$ cat config.mk
export PLATFORM = sky130hd
export DESIGN_NAME = typed_immediate_folder_top
export DESIGN_NICKNAME = d
export VERILOG_FILES = /design/src/sv/tif_pkg.sv /design/src/sv/tif_decode.sv /design/src/sv/typed_immediate_folder_top.sv
export SDC_FILE = /design/constraint.sdc
export NUM_CORES = 2
export LEC_CHECK = 0
export ABC_AREA = 0
export BUFFER_PORTS_ARGS = -buffer_cell sky130_fd_sc_hd__buf_2
export CORE_AREA = 2 2 402 404
export DETAILED_ROUTE_END_ITERATION = 8
export DIE_AREA = 0 0 404 406
export GPL_ROUTABILITY_DRIVEN = 0
export SYNTH_ARGS = -nofsm -noshare
export SYNTH_HDL_FRONTEND = slang
export SYNTH_SLANG_ARGS = --single-unit
$ cat constraint.sdc
create_clock -name i_clk -period 24.7 [get_ports i_clk]
set_input_delay 2.47 -clock i_clk [delete_from_list [all_inputs] [get_ports i_clk]]
set_output_delay 2.47 -clock i_clk [all_outputs]
set_load 0.03 [all_outputs]
$ cat src/sv/tif_pkg.sv
// ---------------------------------------------------------------------------
// Instruction folder package
// Kinds, operation codes, pipeline payload types and the leading-zero count.
// ---------------------------------------------------------------------------
package tif_pkg;

    typedef enum logic [1:0] {
        KIND_KEEP  = 2'd0,
        KIND_SET32 = 2'd1,
        KIND_SET64 = 2'd2,
        KIND_NOP   = 2'd3
    } t_kind;

    localparam logic [5:0] OP_EQ8      = 6'd0;
    localparam logic [5:0] OP_EQ16     = 6'd1;
    localparam logic [5:0] OP_EQ32     = 6'd2;
    localparam logic [5:0] OP_EQ64     = 6'd3;
    localparam logic [5:0] OP_LT_U32   = 6'd4;
    localparam logic [5:0] OP_LT_S32   = 6'd5;
    localparam logic [5:0] OP_GT_U32   = 6'd6;
    localparam logic [5:0] OP_GT_S32   = 6'd7;
    localparam logic [5:0] OP_ASSERT   = 6'd8;
    localparam logic [5:0] OP_DEC32    = 6'd9;
    localparam logic [5:0] OP_INC32    = 6'd10;
    localparam logic [5:0] OP_NEG_S32  = 6'd11;
    localparam logic [5:0] OP_NEG_S64  = 6'd12;
    localparam logic [5:0] OP_NEG_F32  = 6'd13;
    localparam logic [5:0] OP_NEG_F64  = 6'd14;
    localparam logic [5:0] OP_INV8     = 6'd15;
    localparam logic [5:0] OP_INV16    = 6'd16;
    localparam logic [5:0] OP_INV32    = 6'd17;
    localparam logic [5:0] OP_INV64    = 6'd18;
    localparam logic [5:0] OP_NOT      = 6'd19;
    localparam logic [5:0] OP_BOOL8    = 6'd20;
    localparam logic [5:0] OP_BOOL16   = 6'd21;
    localparam logic [5:0] OP_BOOL32   = 6'd22;
    localparam logic [5:0] OP_BOOL64   = 6'd23;
    localparam logic [5:0] OP_S8_S16   = 6'd24;
    localparam logic [5:0] OP_S16_S32  = 6'd25;
    localparam logic [5:0] OP_S32_S64  = 6'd26;
    localparam logic [5:0] OP_S32_F32  = 6'd27;
    localparam logic [5:0] OP_S64_F32  = 6'd28;
    localparam logic [5:0] OP_S64_F64  = 6'd29;
    localparam logic [5:0] OP_U32_F32  = 6'd30;
    localparam logic [5:0] OP_U64_F64  = 6'd31;
    localparam logic [5:0] OP_F32_F64  = 6'd32;
    localparam logic [5:0] OP_F64_S64  = 6'd33;
    localparam logic [5:0] OP_F64_F32  = 6'd34;
    localparam logic [5:0] OP_NZ8      = 6'd35;
    localparam logic [5:0] OP_NZ16     = 6'd36;
    localparam logic [5:0] OP_NZ32     = 6'd37;
    localparam logic [5:0] OP_NZ64     = 6'd38;

    localparam logic [63:0] SIGN64  = 64'h8000_0000_0000_0000;
    localparam logic [35:0] INF32_T = 36'h0_7F80_0000;

    // Conversion request: value is (-1)^sign * m * 2^e.
    typedef struct packed {
        logic               sign;
        logic [63:0]        m;
        logic signed [12:0] e;
        logic               out32;
        logic               p24;
        logic               trunc;
    } t_fp;

    // Payload carried down the pipeline.
    typedef struct packed {
        t_kind       kind;
        logic [63:0] res_a;
        logic [63:0] res_b;
        logic        use_fp;
        t_fp         fp;
        logic        zero;
        logic [5:0]  lz;
        logic [5:0]  sh;
        logic        sticky;
    } t_pipe;

    // Leading-zero count; 64 for a zero word.
    function automatic logic [6:0] lzc64(input logic [63:0] x);
        logic [6:0] n;
        n = 7'd64;
        for (int i = 0; i < 64; i++) begin
            if (x[i]) begin
                n = 7'(63 - i);
            end
        end
        return n;
    endfunction

endpackage

$ cat src/sv/tif_decode.sv
// ---------------------------------------------------------------------------
// Instruction folder decode stage
// Folds the integer operations directly and prepares conversion requests.
// ---------------------------------------------------------------------------
module tif_decode (
    input  logic [5:0]      i_command,
    input  logic            i_imm_a,
    input  logic            i_imm_b,
    input  logic            i_imm_c,
    input  logic [63:0]     i_operand_a,
    input  logic [63:0]     i_operand_b,
    input  logic [31:0]     i_operand_c,
    output tif_pkg::t_pipe  o_pipe
);

    logic        cmp;
    logic [63:0] a;
    logic [63:0] b;
    logic [7:0]  ex32;
    logic [10:0] ex64;

    assign a    = i_operand_a;
    assign b    = i_operand_b;
    assign ex32 = b[30:23];
    assign ex64 = b[62:52];

    // Outcome of the typed compares.
    always_comb begin
        case (i_command)
            tif_pkg::OP_EQ8:    cmp = (a[7:0] == b[7:0]);
            tif_pkg::OP_EQ16:   cmp = (a[15:0] == b[15:0]);
            tif_pkg::OP_EQ32:   cmp = (a[31:0] == b[31:0]);
            tif_pkg::OP_EQ64:   cmp = (a == b);
            tif_pkg::OP_LT_U32: cmp = (a[31:0] < b[31:0]);
            tif_pkg::OP_LT_S32: cmp = ($signed(a[31:0]) < $signed(b[31:0]));
            tif_pkg::OP_GT_U32: cmp = (a[31:0] > b[31:0]);
            default:            cmp = ($signed(a[31:0]) > $signed(b[31:0]));
        endcase
    end

    // Folding decision and directly computed results.
    always_comb begin
        o_pipe       = '0;
        o_pipe.kind  = tif_pkg::KIND_KEEP;
        o_pipe.res_a = a;
        o_pipe.res_b = b;
        if (i_imm_a && i_imm_b) begin
            if (i_command <= tif_pkg::OP_GT_S32) begin
                o_pipe.kind  = tif_pkg::KIND_SET32;
                o_pipe.res_b = {b[63:32], 31'd0, cmp};
                o_pipe.res_a = {a[63:32], i_operand_c};
            end
        end else if (i_imm_a) begin
            if (i_command == tif_pkg::OP_ASSERT && a[7:0] != 8'd0) begin
                o_pipe.kind = tif_pkg::KIND_NOP;
            end
        end else if (i_imm_b && !i_imm_c) begin
            o_pipe.kind = tif_pkg::KIND_SET32;
            case (i_command)
                tif_pkg::OP_DEC32:   o_pipe.res_b[31:0] = b[31:0] - 32'd1;
                tif_pkg::OP_INC32:   o_pipe.res_b[31:0] = b[31:0] + 32'd1;
                tif_pkg::OP_NEG_S32: o_pipe.res_b[31:0] = 32'd0 - b[31:0];
                tif_pkg::OP_NEG_S64: begin
                    o_pipe.res_b = 64'd0 - b;
                    o_pipe.kind  = tif_pkg::KIND_SET64;
                end
                tif_pkg::OP_NEG_F32: o_pipe.res_b[31] = ~b[31];
                tif_pkg::OP_NEG_F64: begin
                    o_pipe.res_b = b ^ tif_pkg::SIGN64;
                    o_pipe.kind  = tif_pkg::KIND_SET64;
                end
                tif_pkg::OP_INV8:    o_pipe.res_b[7:0]  = ~b[7:0];
                tif_pkg::OP_INV16:   o_pipe.res_b[15:0] = ~b[15:0];
                tif_pkg::OP_INV32:   o_pipe.res_b[31:0] = ~b[31:0];
                tif_pkg::OP_INV64: begin
                    o_pipe.res_b = ~b;
                    o_pipe.kind  = tif_pkg::KIND_SET64;
                end
                tif_pkg::OP_NOT:     o_pipe.res_b[7:0] = {7'd0, b[7:0] == 8'd0};
                tif_pkg::OP_BOOL8:   o_pipe.res_b[7:0] = {7'd0, |b[7:0]};
                tif_pkg::OP_BOOL16:  o_pipe.res_b[7:0] = {7'd0, |b[15:0]};
                tif_pkg::OP_BOOL32:  o_pipe.res_b[7:0] = {7'd0, |b[31:0]};
                tif_pkg::OP_BOOL64:  o_pipe.res_b[7:0] = {7'd0, |b};
                tif_pkg::OP_NZ8:     o_pipe.res_b[31:0] = {31'd0, |b[7:0]};
                tif_pkg::OP_NZ16:    o_pipe.res_b[31:0] = {31'd0, |b[15:0]};
                tif_pkg::OP_NZ32:    o_pipe.res_b[31:0] = {31'd0, |b[31:0]};
                tif_pkg::OP_NZ64:    o_pipe.res_b[31:0] = {31'd0, |b};
                tif_pkg::OP_S8_S16:  o_pipe.res_b[15:0] = {{8{b[7]}}, b[7:0]};
                tif_pkg::OP_S16_S32: o_pipe.res_b[31:0] = {{16{b[15]}}, b[15:0]};
                tif_pkg::OP_S32_S64: begin
                    o_pipe.res_b = {{32{b[31]}}, b[31:0]};
                    o_pipe.kind  = tif_pkg::KIND_SET64;
                end
                tif_pkg::OP_S32_F32: begin
                    o_pipe.use_fp   = 1'b1;
                    o_pipe.fp.sign  = b[31];
                    o_pipe.fp.m     = {32'd0, b[31] ? 32'd0 - b[31:0] : b[31:0]};
                    o_pipe.fp.out32 = 1'b1;
                    o_pipe.fp.p24   = 1'b1;
                end
                tif_pkg::OP_S64_F32: begin
                    o_pipe.use_fp   = 1'b1;
                    o_pipe.fp.sign  = b[63];
                    o_pipe.fp.m     = b[63] ? 64'd0 - b : b;
                    o_pipe.fp.out32 = 1'b1;
                    o_pipe.fp.p24   = 1'b1;
                end
                tif_pkg::OP_S64_F64: begin
                    o_pipe.use_fp  = 1'b1;
                    o_pipe.kind    = tif_pkg::KIND_SET64;
                    o_pipe.fp.sign = b[63];
                    o_pipe.fp.m    = b[63] ? 64'd0 - b : b;
                end
                tif_pkg::OP_U32_F32: begin
                    o_pipe.use_fp   = 1'b1;
                    o_pipe.fp.m     = {32'd0, b[31:0]};
                    o_pipe.fp.out32 = 1'b1;
                    o_pipe.fp.p24   = 1'b1;
                end
                tif_pkg::OP_U64_F64: begin
                    // Rounded to single precision, then widened exactly.
                    o_pipe.use_fp = 1'b1;
                    o_pipe.kind   = tif_pkg::KIND_SET64;
                    o_pipe.fp.m   = b;
                    o_pipe.fp.p24 = 1'b1;
                end
                tif_pkg::OP_F32_F64: begin
                    o_pipe.kind = tif_pkg::KIND_SET64;
                    if (ex32 == 8'hFF) begin
                        if (b[22:0] != 23'd0) begin
                            o_pipe.res_b = {b[31], 11'h7FF, 1'b1, b[21:0], 29'd0};
                        end else begin
                            o_pipe.res_b = {b[31], 11'h7FF, 52'd0};
                        end
                    end else begin
                        o_pipe.use_fp  = 1'b1;
                        o_pipe.fp.sign = b[31];
                        if (ex32 == 8'd0) begin
                            o_pipe.fp.m = {41'd0, b[22:0]};
                            o_pipe.fp.e = -13'sd149;
                        end else begin
                            o_pipe.fp.m = {40'd0, 1'b1, b[22:0]};
                            o_pipe.fp.e = $signed({5'd0, ex32}) - 13'sd150;
                        end
                    end
                end
                tif_pkg::OP_F64_S64: begin
                    o_pipe.kind = tif_pkg::KIND_SET64;
                    if (ex64 >= 11'd1086) begin
                        o_pipe.res_b = tif_pkg::SIGN64;
                    end else if (ex64 < 11'd1023) begin
                        o_pipe.res_b = 64'd0;
                    end else begin
                        o_pipe.use_fp   = 1'b1;
                        o_pipe.fp.trunc = 1'b1;
                        o_pipe.fp.sign  = b[63];
                        o_pipe.fp.m     = {1'b1, b[51:0], 11'd0};
                        o_pipe.fp.e     = $signed({2'd0, ex64}) - 13'sd1086;
                    end
                end
                tif_pkg::OP_F64_F32: begin
                    o_pipe.kind = tif_pkg::KIND_SET64;
                    if (ex64 == 11'h7FF) begin
                        if (b[51:0] != 52'd0) begin
                            o_pipe.res_b[31:0] = {b[63], 8'hFF, 1'b1, b[50:29]};
                        end else begin
                            o_pipe.res_b[31:0] = {b[63], 8'hFF, 23'd0};
                        end
                    end else begin
                        o_pipe.use_fp   = 1'b1;
                        o_pipe.fp.sign  = b[63];
                        o_pipe.fp.out32 = 1'b1;
                        o_pipe.fp.p24   = 1'b1;
                        if (ex64 == 11'd0) begin
                            o_pipe.fp.m = {12'd0, b[51:0]};
                            o_pipe.fp.e = -13'sd1074;
                        end else begin
                            o_pipe.fp.m = {11'd0, 1'b1, b[51:0]};
                            o_pipe.fp.e = $signed({2'd0, ex64}) - 13'sd1075;
                        end
                    end
                end
                default: o_pipe.kind = tif_pkg::KIND_KEEP;
            endcase
        end
    end

endmodule

$ cat src/sv/typed_immediate_folder_top.sv
// ---------------------------------------------------------------------------
// Typed immediate instruction folder
// Folds one instruction per cycle through a five-stage pipeline.
// ---------------------------------------------------------------------------
// Throughput: one instruction per cycle; the stages are decode, leading-zero
// count, normalise, alignment shift, and round and pack.
// The whole pipeline stalls together while a result waits on the output.
// Reset clears every stage valid bit; payload registers are not reset.
module typed_immediate_folder_top (
    input  logic        i_clk,
    input  logic        i_rst_n,
    input  logic        i_valid,
    output logic        o_ready,
    input  logic [5:0]  i_command,
    input  logic        i_imm_a,
    input  logic        i_imm_b,
    input  logic        i_imm_c,
    input  logic [63:0] i_operand_a,
    input  logic [63:0] i_operand_b,
    input  logic [31:0] i_operand_c,
    output logic        o_valid,
    input  logic        i_ready,
    output logic [1:0]  o_new_kind,
    output logic [63:0] o_result_a,
    output logic [63:0] o_result_b
);

    logic           en;
    logic [4:0]     r_v;
    tif_pkg::t_pipe r_p1, r_p2, r_p3, r_p4, r_p5;
    tif_pkg::t_pipe n_p1, n_p2, n_p3, n_p4, n_p5;

    // The pipeline advances whenever the output register is empty or being read.
    assign en      = !r_v[4] || i_ready;
    assign o_ready = en;
    assign o_valid = r_v[4];
    assign o_new_kind = r_p5.kind;
    assign o_result_a = r_p5.res_a;
    assign o_result_b = r_p5.res_b;

    // Stage 1: decode and direct folding.
    tif_decode u_decode (
        .i_command   (i_command),
        .i_imm_a     (i_imm_a),
        .i_imm_b     (i_imm_b),
        .i_imm_c     (i_imm_c),
        .i_operand_a (i_operand_a),
        .i_operand_b (i_operand_b),
        .i_operand_c (i_operand_c),
        .o_pipe      (n_p1)
    );

    // Stage 2: leading-zero count of the magnitude.
    always_comb begin
        logic [6:0] cnt;
        cnt        = tif_pkg::lzc64(r_p1.fp.m);
        n_p2       = r_p1;
        n_p2.zero  = cnt[6];
        n_p2.lz    = r_p1.fp.trunc ? 6'd0 : cnt[5:0];
    end

    // Stage 3: normalise and work out the exponent and alignment shift.
    always_comb begin
        logic signed [12:0] e;
        logic signed [12:0] be;
        logic signed [12:0] d;
        e    = r_p2.fp.e + 13'sd63 - $signed({7'd0, r_p2.lz});
        n_p3 = r_p2;
        n_p3.fp.m = r_p2.fp.m << r_p2.lz;
        be = e + (r_p2.fp.out32 ? 13'sd127 : 13'sd1023);
        d  = 13'sd1 - be;
        if (r_p2.fp.trunc) begin
            d         = 13'sd63 - e;
            n_p3.sh   = d[5:0];
            n_p3.fp.e = '0;
        end else if (be >= 13'sd1) begin
            n_p3.sh   = 6'd0;
            n_p3.fp.e = be - 13'sd1;
        end else begin
            n_p3.sh   = (d > 13'sd63) ? 6'd63 : d[5:0];
            n_p3.fp.e = '0;
        end
    end

    // Stage 4: right shift for subnormal results or truncation.
    always_comb begin
        logic [6:0] lsh;
        lsh         = 7'd64 - {1'b0, r_p3.sh};
        n_p4        = r_p3;
        n_p4.fp.m   = r_p3.fp.m >> r_p3.sh;
        n_p4.sticky = |(r_p3.fp.m << lsh);
    end

    // Stage 5: round to nearest even or apply the sign to a truncated integer, pack and merge into operand b.
    always_comb begin
        logic [63:0] n;
        logic        g;
        logic        st;
        logic [24:0] mr24;
        logic [53:0] mr53;
        logic [35:0] t32;
        logic [64:0] t64;
        logic [31:0] f32;
        logic [63:0] f64;
        logic [63:0] mag;
        n    = r_p4.fp.m;
        mag  = 64'd0 - n;
        n_p5 = r_p4;
        if (r_p4.fp.p24) begin
            g    = n[39];
            st   = |n[38:0] || r_p4.sticky;
            mr24 = {1'b0, n[63:40]} + 25'(g && (st || n[40]));
            mr53 = {mr24, 29'd0};
        end else begin
            g    = n[10];
            st   = |n[9:0] || r_p4.sticky;
            mr53 = {1'b0, n[63:11]} + 54'(g && (st || n[11]));
            mr24 = mr53[53:29];
        end
        t32 = {r_p4.fp.e, 23'd0} + 36'(mr24);
        t64 = {r_p4.fp.e, 52'd0} + 65'(mr53);
        if (r_p4.zero) begin
            f32 = {r_p4.fp.sign, 31'd0};
            f64 = {r_p4.fp.sign, 63'd0};
        end else begin
            f32 = (t32 >= tif_pkg::INF32_T) ? {r_p4.fp.sign, 8'hFF, 23'd0}
                                            : {r_p4.fp.sign, t32[30:0]};
            f64 = {r_p4.fp.sign, t64[62:0]};
        end
        if (r_p4.use_fp) begin
            if (r_p4.fp.trunc) begin
                n_p5.res_b = r_p4.fp.sign ? mag : n;
            end else if (r_p4.fp.out32) begin
                n_p5.res_b = {r_p4.res_b[63:32], f32};
            end else begin
                n_p5.res_b = f64;
            end
        end
    end

    // Stage valid bits.
    always_ff @(posedge i_clk) begin
        if (!i_rst_n) begin
            r_v <= '0;
        end else if (en) begin
            r_v <= {r_v[3:0], i_valid};
        end
    end

    // Stage payload registers.
    always_ff @(posedge i_clk) begin
        if (en) begin
            r_p1 <= n_p1;
            r_p2 <= n_p2;
            r_p3 <= n_p3;
            r_p4 <= n_p4;
            r_p5 <= n_p5;
        end
    end

endmodule

==> run summary <==
clk_lat worst skew = 0.73 ns
crit end category = flop
Syn. warnings = 0
design area = 61990 um^2
Yosys top cell area share = 53.71%
vias = 44450
hpwl dp = 134.7 mm
setup ws final = 18.10 ns
TritonCTS Buffers = 98
CP max FO = 15
Initial Utilization = 34.74%
Mapped Nets = 5417
status = complete, no violations
drt pass-1 iters = 7
Max stage delay on crit path = 0.67 ns
Arr. time, crit path = 6.95 ns
Rows = 147
CTS root buf = clkbuf_16
skew final = 0.04463 ns
main flop type after synthesis = edfxtp_1
total congestion overflow = 0
initial antenna violation count = 24
Seq/Total Area, Yosys = 53.89%
Worst Setup Start Kind = flop
Slew HR = 6.191%
GR peak layer = met2
Die H = 406 um
pwr/cell area = 84.17 nW/um^2
port bufs = 304
Pins Over Slew Limit = 0
commonest non-fill, non-tap cell in the layout = edfxtp_1
Req. time, crit path = 25.04 ns
DIE AREA = 164000 um^2
nets = 5509
Syn Area/Cell = 10.74 um^2
cts hold-fix bufs = 0
Hold WS = 0.3808 ns
clock sink count = 997
Reg clk slew, reported paths = 0.06 ns
GR Util met3 = 6.162%
TritonCTS clock tree = done
Setup WS pre-CTS = 17.48 ns
Fin. Hold Viols = 0
grt met1 use = 30.47%
Synth Cell Area = 55470 um^2
critical path class = flop to flop
placed inst area = 58750 um^2
Async SR Flop Fraction = 0%
Yosys cell types = 87
RSZ-0062 raised after global routing = no
first-pass GRT wire length = 269.4 mm
maximum vdd drop = 58.06 uV
grt met2 use = 31.38%
Tcrit/Tclk final = 26.74%
FF+latch count, synth = 997
leading post-synthesis cells by cell area = edfxtp_1 (54%), mux4_2 (4.4%), nand2_1 (4.2%), o21ai_0 (3.5%), nor2_1 (3.4%)
vias in the first global route = 40820
CP cell instances = and2_1 > ha_1 > nand3_1 > or2_1 > nor4_1 > o2111ai_1 > nor2_1 > nand2_1 > xnor2_1 > ha_1 > inv_1 > fa_1 > nand2b_1 > nor2_1 > nor4_1 > a31oi_1 > or3_1 > a41o_1 > o221ai_1 > o211ai_1 > o21ai_0
most frequent cells in the layout = edfxtp_1 (992), nand2_1 (624), nor2_1 (508)
routed vias/inst = 5.977
# DRC = 0
post-synthesis cell count = 5165
Max-cap violations = 0
Clock H-tree levels = 3
layout cells sized above 1 = 13.71%
EDFF count, synth = 992
Slew @ Worst Pin = 1.396 ns
Layout fillers = 15390
fin crit period = 6.604 ns
IO Pins = 305
fmax = 151.4 MHz
total setup buffers inserted after CTS = 0
Routed Antenna Nets = 0
largest net degree at the start of global routing = 174
clk buf depth = 3
WL final = 183.5 mm
core box area = 159600 um^2
Post-Route Setup TNS = 0 ns
Hold WC Path Type = flop to flop
total global-route track usage = 21.81%
cts repair resizes = 0
Avg WL per Cell = 24.68 um
initial drt markers = 7326
Area Overhead vs Synth = 11.76%
Pleak = 0.02293 uW
Crit-path slowest cell = nor4_1
chip width = 404 um
cell taking the most area after synthesis = edfxtp_1
final setup vio count = 0
[final timing paths]
kind	start	end	slack, ns	cells after the start
setup / recovery	n_p5[40]$_DFFE_PP_	o_result_b[2]$_DFFE_PP_	18.10	21
hold / removal	n_p4[200]$_DFFE_PP_	n_p5[200]$_DFFE_PP_	0.38	0
setup reg to reg	n_p5[40]$_DFFE_PP_	o_result_b[2]$_DFFE_PP_	18.10	21
hold reg to reg	n_p4[200]$_DFFE_PP_	n_p5[200]$_DFFE_PP_	0.38	0
[registers in the layout, indices dropped and copies added, names as in the netlist]
signal and cells:
o_result_a 64, r_p4 64, r_v 5, r_p3 64, n_p3 142, o_result_b 64
n_p5 150, r_p2 76, n_p4 155, n_p2 211, o_new_kind 2
[metal layers]
metal  vias to the layer above  share of wire [%]  wire [um]
li1                      19710                  -          -
met1                     21310                 41      74930
met3                       617                 12      22090
met5                         -               0.17        315
met2                      2792                 42      76360
met4                        22                5.4       9831
[power by group]
group | internal, uW | total, uW | switching (uW)
Sequential | 2080 | 2290 | 211
Combinational | 531 | 1440 | 905
Clock | 824 | 1490 | 665
[cell families after synthesis]
family | after synthesis | share of synthesized area (%)
DFF | 997 | 53.89
adders and majority gates | 79 | 1.809
buffers and inverters | 492 | 3.352
muxes | 301 | 8.001
and+or+nand+nor | 1768 | 14.61
xor gates and xnor gates | 229 | 3.641
AOI/OAI and AO/OA | 1299 | 14.70
[worst max-delay path, delay by kind of cell (launching register included)]
family	cells	cell delay [ns]
AO/OA/AOI/OAI	6	1.89
XOR/XNOR	1	0.33
adder cells (fa/ha/maj)	3	0.82
buffers and inverters	1	0.06
flip-flops	1	0.50
AND/OR/NAND/NOR	10	2.62
[final cells by class]
type                       count  area, um^2  area share [%]
timing repair buffer         368        2027           3.270
antenna                       12       30.03         0.04844
sequential                   997       29890           48.22
tap                         2086        2610           4.211
clock buffer                 118        2527           4.077
clock inverter                64       676.9           1.092
multi-input combinational   3676       23780           38.37
inverter                     116       442.9          0.7145
[cell usage after synthesis (15+ instances only)]
cell type,instances
o31ai_1,49
nor3_1,134
o21ai_0,386
o211ai_1,43
nor2b_1,42
inv_1,111
and3_1,45
edfxtp_1,992
o221ai_1,24
a21oi_1,331
nor2_1,509
a211oi_1,52
nor4_1,53
nand4_1,40
a31oi_1,58
mux2i_1,134
ha_1,77
xor2_1,106
nand3_1,86
a221oi_1,53
a21o_1,24
clkbuf_1,325
buf_1,46
nand2b_1,45
nand2_1,625
a2111oi_0,15
a22o_1,20
or4_1,30
o22ai_1,70
or2_2,26
xnor2_1,122
and2_1,32
mux2_2,59
or3_1,48
mux4_2,108
a222oi_1,17
a22oi_1,20
[stage by stage]
stage,util (%),power (uW),instances
final,38.83,5218,7437
after CTS,38.80,5211,7424
after global placement,36.80,3697,7242
after detailed placement,36.80,3715,7242
after floorplan,-,3253,5165
after global routing,38.81,5444,7427
No activity file was read; power rests on OpenSTA's default activity.
